===== src/plsu_pkg.sv =====
// shared constants, types and codes of the positional list store
package plsu_pkg;

  localparam int CAPACITY = 64;
  localparam int WORD_W   = 32;
  localparam int POS_W    = 7;
  localparam int CMD_W    = 3;
  localparam int STAT_W   = 2;
  localparam int CNT_W    = 7;
  localparam int LEN_W    = $clog2(CAPACITY + 1);
  localparam int IDX_W    = $clog2(CAPACITY);
  localparam int CMP_W    = (LEN_W > POS_W) ? LEN_W : POS_W;
  localparam int GRP      = 8;
  localparam int GRP_W    = $clog2(GRP);
  localparam int NGRP     = (CAPACITY + GRP - 1) / GRP;
  localparam int GSEL_W   = (NGRP > 1) ? $clog2(NGRP) : 1;

  typedef logic signed [WORD_W-1:0] word_t;
  typedef logic [IDX_W-1:0]         idx_t;
  typedef logic [LEN_W-1:0]         len_t;

  typedef enum logic [CMD_W-1:0] {
    CMD_READ = 3'd0,
    CMD_HEAD = 3'd1,
    CMD_TAIL = 3'd2,
    CMD_AT   = 3'd3,
    CMD_DEL  = 3'd4
  } cmd_e;

  typedef enum logic [STAT_W-1:0] {
    ST_DONE  = 2'd0,
    ST_RANGE = 2'd1,
    ST_FULL  = 2'd2
  } status_e;

  typedef enum logic [1:0] {
    RD_ZERO  = 2'd0,
    RD_ONES  = 2'd1,
    RD_ENTRY = 2'd2
  } rd_sel_e;

  typedef struct packed {
    logic [CMD_W-1:0] command;
    logic [POS_W-1:0] position;
    word_t            value;
  } in_word_t;

  typedef struct packed {
    word_t             read_value;
    logic [STAT_W-1:0] status;
    logic [CNT_W-1:0]  entry_count;
  } out_word_t;

  // broadcast to every cell of the chain
  typedef struct packed {
    logic  ins;
    logic  del;
    idx_t  idx;
    word_t value;
  } cell_ctrl_t;

endpackage


===== src/plsu_cell.sv =====
// one list slot: holds, loads the new value, or takes a neighbor's entry
module plsu_cell
  import plsu_pkg::*;
(
  input  logic       clk_i,
  input  cell_ctrl_t ctrl_i,
  input  idx_t       idx_i,
  input  word_t      left_i,
  input  word_t      right_i,
  output word_t      entry_o
);

  word_t entry_q, entry_d;

  always_comb begin
    entry_d = entry_q;
    if (ctrl_i.ins && idx_i == ctrl_i.idx) begin
      entry_d = ctrl_i.value;
    end else if (ctrl_i.ins && idx_i > ctrl_i.idx) begin
      entry_d = left_i;
    end else if (ctrl_i.del && idx_i >= ctrl_i.idx) begin
      entry_d = right_i;
    end
  end

  always_ff @(posedge clk_i) begin
    entry_q <= entry_d;
  end

  assign entry_o = entry_q;

endmodule


===== config.mk =====
export PLATFORM = sky130hd
export DESIGN_NAME = plsu_cell
export DESIGN_NICKNAME = d
export VERILOG_FILES = /design/src/plsu_pkg.sv /design/src/plsu_cell.sv
export SDC_FILE = /design/constraint.sdc
export NUM_CORES = 1
export LEC_CHECK = 0
export BUFFER_PORTS_ARGS = -buffer_cell sky130_fd_sc_hd__buf_2
export CORE_MARGIN = 1.5
export CORE_UTILIZATION = 38
export DETAILED_ROUTE_END_ITERATION = 10
export PLACE_DENSITY = 0.75
export SYNTH_ARGS = -nofsm -noshare
export SYNTH_HDL_FRONTEND = slang
export SYNTH_SLANG_ARGS = --single-unit

===== constraint.sdc =====
create_clock -name clk_i -period 2.7 [get_ports clk_i]
set_input_delay 0.675 -clock clk_i [delete_from_list [all_inputs] [get_ports clk_i]]
set_output_delay 0.675 -clock clk_i [all_outputs]
set_load 0.01 [all_outputs]

Word-level counts from Yosys, hierarchy flattened
Cells that the tools add are included.
{"block": "totals", "reg_bits": 32, "output_inout_bits": 32, "word_cells": 11}
{"block": "classes", "n_reduce_logical": 4, "n_lt_le_gt_ge": 2, "n_eq_ne": 1, "n_mux": 3}
{"operator": "$mux 32", "n": 3}
{"operator": "$eq 6x6->1", "n": 1}
{"operator": "$ge 6x6->1", "n": 1}
{"operator": "$gt 6x6->1", "n": 1}
{"operator": "$logic_and 1x1->1", "n": 3}
{"operator": "$reduce_bool 3->1", "n": 1}

Logic depth before layout (Yosys ltp)
{"block": "logic_depth", "depth_word": 5, "depth_mapped": 7, "ltp_nobuf": 6}

Worst setup path after synthesis
OpenSTA, ideal clock, no wires.
{"block": "synth_path", "kind": "input to register", "from": "in ctrl_i[37] (netlist bit)", "to": "reg entry_q[0] (netlist: entry_o[0]), enable pin", "required_time_ns": 2.309, "setup_ns": 0.391, "path_stages": 5, "path_slack_ns": 0.055, "t_arrival_ns": 2.254, "cell_sequence": "inv_1 -> ha_1 -> and4_4 -> and3_4 -> o22a_1"}
{"block": "synth_via", "elab_chain_len": 3}
{"element": "start, declared", "line": "plsu_cell.sv:6", "text": "input cell_ctrl_t ctrl_i,"}
{"element": "$gt 6x6->1, or another cell as far along", "line": "plsu_cell.sv:19", "text": "end else if (ctrl_i.ins && idx_i > ctrl_i.idx) begin"}
{"element": "$logic_and 1x1->1 (on tied branches)", "line": "plsu_cell.sv:19, plsu_cell.sv:17, plsu_cell.sv:21"}
{"element": "$reduce_bool 3->1 (no line) *"}
{"element": "end signal, assigned", "line": "plsu_cell.sv:27", "text": "entry_q <= entry_d;"}
{"element": "end, declared", "line": "plsu_cell.sv:13", "text": "word_t entry_q, entry_d;"}
Every way passes the cells marked *; elsewhere a longest branch is shown, timed or not.
A chain may end at the register's enable or synchronous reset.

Final worst setup path
{"block": "layout_path", "from": "in ctrl_i[37] (netlist bit)", "to": "reg entry_q[31] (netlist: entry_o[31]) (data pin)"}
{"block": "layout_via", "elab_chain_len": 4}
{"element": "$gt 6x6->1", "line": "plsu_cell.sv:19"}
{"element": "$logic_and 1x1->1", "line": "plsu_cell.sv:19"}
{"element": "$mux 32", "line": "plsu_cell.sv:19"}
{"element": "$mux 32 *", "line": "plsu_cell.sv:17", "text": "if (ctrl_i.ins && idx_i == ctrl_i.idx) begin"}
{"element": "via entry_d[31]", "line": "plsu_cell.sv:13"}
Mark *: on every way through the listed nets, which the timed path passes. The rest lies on a longest branch.

==> flow_summary_export.csv <==
group,metric,value,unit
worst_setup_path,cp-start-kind,"input pin",
floorplan,coreArea,5440,um^2
layout,n_antenna_cell,0,
run_status,outcome,"finished clean",
sta,tightest_slew,0.367,ns
route,postRouteAntennaNets,0,
clocking,clkTransAtPathRegs,0.06,ns
clocking,htreeDepth,2,
sta,rsz0062_at_grt,"false",
place,place.gp.congestion,0.698,
layout,largest_reg_flops,32,
worst_setup_path,critical_path_arrival,2.21,ns
logic_synthesis,synthFlopType,"edfxtp_1",
layout,stdcell_count,415,
route,drt-vias-per-instance,4.54,
global_routing,antenna_found_initial,0,
global_routing,grt_max_degree,18,
layout,nNetsFinal,460,
sta,hold_viol,0,
power_and_ir_drop,p_per_area,474,nW/um^2
power_and_ir_drop,sequentialPowerShare,47.0,%
route,firstDrtPassIters,4,
floorplan,fp.dieH,77.7,um
logic_synthesis,synth_async_sr_flop_share,0,%
power_and_ir_drop,leakage,1.60,nW
sta,fmax,0.456,GHz
sta,setup_tns,0,ns
power_and_ir_drop,netSwitchingFraction,27.7,%
logic_synthesis,syn_area,2120,um^2
logic_synthesis,yosysMostFrequentCell,"inv_1",
logic_synthesis,synth_top_area_share,45.4,%
logic_synthesis,syn_nets,312,
global_routing,overflow,0,
worst_setup_path,slowest_delay,0.38,ns
place,dp_hpwl,3960,um
power_and_ir_drop,p_total,1.43,mW
clocking,clock_sinks,32,
clocking,clockBufferDepth,2,
worst_setup_path,crit_fanout,16,
sta,maxSlewViolCount,0,
sta,finalSetupViolCount,0,
floorplan,rows,27,
power_and_ir_drop,combPwrFrac,29.8,%
logic_synthesis,synth_edf_count,32,
power_and_ir_drop,peakVddDrop,217,uV
logic_synthesis,ys_ff_latch,32,
layout,postLayoutCoreUtil,55.4,%
worst_hold_path,hold_class,"in2reg",
logic_synthesis,synth_commonest_cells,"inv_1, edfxtp_1, nor2_1",
logic_synthesis,yosysTopAreaCell,"edfxtp_1",
logic_synthesis,avgSynthCellArea,10.9,um^2
worst_setup_path,crit_chain,"buf_2, inv_1, ha_1, and4_4, and3_4, a311oi_4, buf_12, a221oi_1",
floorplan,start_util,38.9,%
clocking,cts_tree,"done",
floorplan,die_area,6030,um^2
global_routing,track_usage,15.8,%
route,drt-initial-drc-count,49,
place,portBuffers,142,
job,cap_viol_max_count,0,
clocking,cts_resized,0,
worst_setup_path,crit_type,"in2reg",
floorplan,io-pin-count,143,
route,via_count,1884,
layout,drive_above_1_share,55.7,%
route,post_drt_wl_per_cell,11.6,um
power_and_ir_drop,p_clk_share,23.2,%
clocking,clk_root_buffer_cell,"clkbuf_8",
clocking,cts_hold_buf,0,
global_routing,grt_pass1_wl,7420,um
sta,slew_headroom,75.5,%
layout,synthToLayoutAreaGrowth,42.4,%
power_and_ir_drop,switchingPower,0.396,mW
logic_synthesis,ys_top_cells_by_area,"edfxtp_1, a221oi_2, inv_1",
worst_setup_path,cp-end-kind,"register",
sta,min_period,2.19,ns
route,wl,4810,um
logic_synthesis,ys.warnings.count,0,
floorplan,die_w,77.7,um
logic_synthesis,synthDistinctLibCells,20,
power_and_ir_drop,p_int,1.03,mW
logic_synthesis,ys_seq_area_share,45.4,%
place,dp.cells,408,
clocking,numCtsBuffers,5,
worst_setup_path,cpMaxStageDelayCell,"a311oi_4",
clocking,post_cts_buffers,0,
route,drc,0,
worst_setup_path,required,2.72,ns
sta,fin_crit_sh,81.2,%
logic_synthesis,syn_inst,195,
global_routing,grt_pass1_vias,1720,
==> stage by stage <==
stage | worst slack (ns) | instance area [um^2] | hold WS [ns]
final | 0.507 | 3020 | 0.765
after global routing | 0.436 | 3020 | 0.757
after CTS | 0.500 | 3020 | 0.757
after floorplan | 0.0545 | 2120 | 0.939
after global placement | 0.242 | 2940 | 1.05
after detailed placement | 0.204 | 2940 | 1.05
==> cell type report <==
class | instances | area (um^2)
Clock buffer | 6 | 72.6
Sequential cell | 32 | 961
Inverter | 71 | 267
Clock inverter | 1 | 5.00
Tap cell | 72 | 90.1
Multi-Input combinational cell | 83 | 812
Fill cell | 493 | 2420
Timing Repair Buffer | 150 | 808
==> critical path, delay by kind of cell <==
kind	cells	cell delay [ns]
compound gates	2	0.49
simple gates	2	0.39
buf+inv	3	0.33
fa+ha+maj	1	0.31
==> final timing paths <==
check  cells past startpoint               endpoint       start  slack [ns]
min                        3  entry_o[22]$_DFFE_PP_  left_i[22]        0.77
max                        8  entry_o[31]$_DFFE_PP_  ctrl_i[37]        0.51
==> power groups by stage <==
| stage | combinational (mW) | clock [mW] | sequential [mW] |
|---|---|---|---|
| 2_1_floorplan | 0.189 | 0 | 0.730 |
| 3_3_place_gp | 0.423 | 0 | 0.680 |
| 3_5_place_dp | 0.432 | 0 | 0.683 |
| 4_1_cts | 0.433 | 0.344 | 0.674 |
| 5_1_grt | 0.464 | 0.368 | 0.679 |
| 6_report | 0.426 | 0.332 | 0.672 |
==> metal layers <==
layer / vias up / global-route usage, % / routed length (um)
li1: 955 / - / -
met1: 835 / 17.7 / 1920
met2: 88 / 28.4 / 2450
met3: 6 / 4.94 / 400
met4: 0 / 4.73 / 43
met5: - / 0 / 0
==> cell families after synthesis <==
| group | after synthesis | share of synthesized area, % |
|---|---|---|
| compound gates | 38 | 26.7 |
| buf+inv | 80 | 16.3 |
| flops | 32 | 45.4 |
| fa+ha+maj | 6 | 3.54 |
| simple gates | 39 | 8.09 |
==> placed cells by master, fill, tap and decap left out, drive strengths merged <==
cell,count
buf,150
inv,71
nor2,32
edfxtp,32
a221oi,32
ha,6
clkbuf,6
nand3,3
a21o,1
a21oi,1
and2b,1
and4,1
o21ai,1
and3,1
a311oi,1
a41o,1
nand4,1
o22a,1
clkinv,1
No activity file was read; power rests on OpenSTA's default activity.
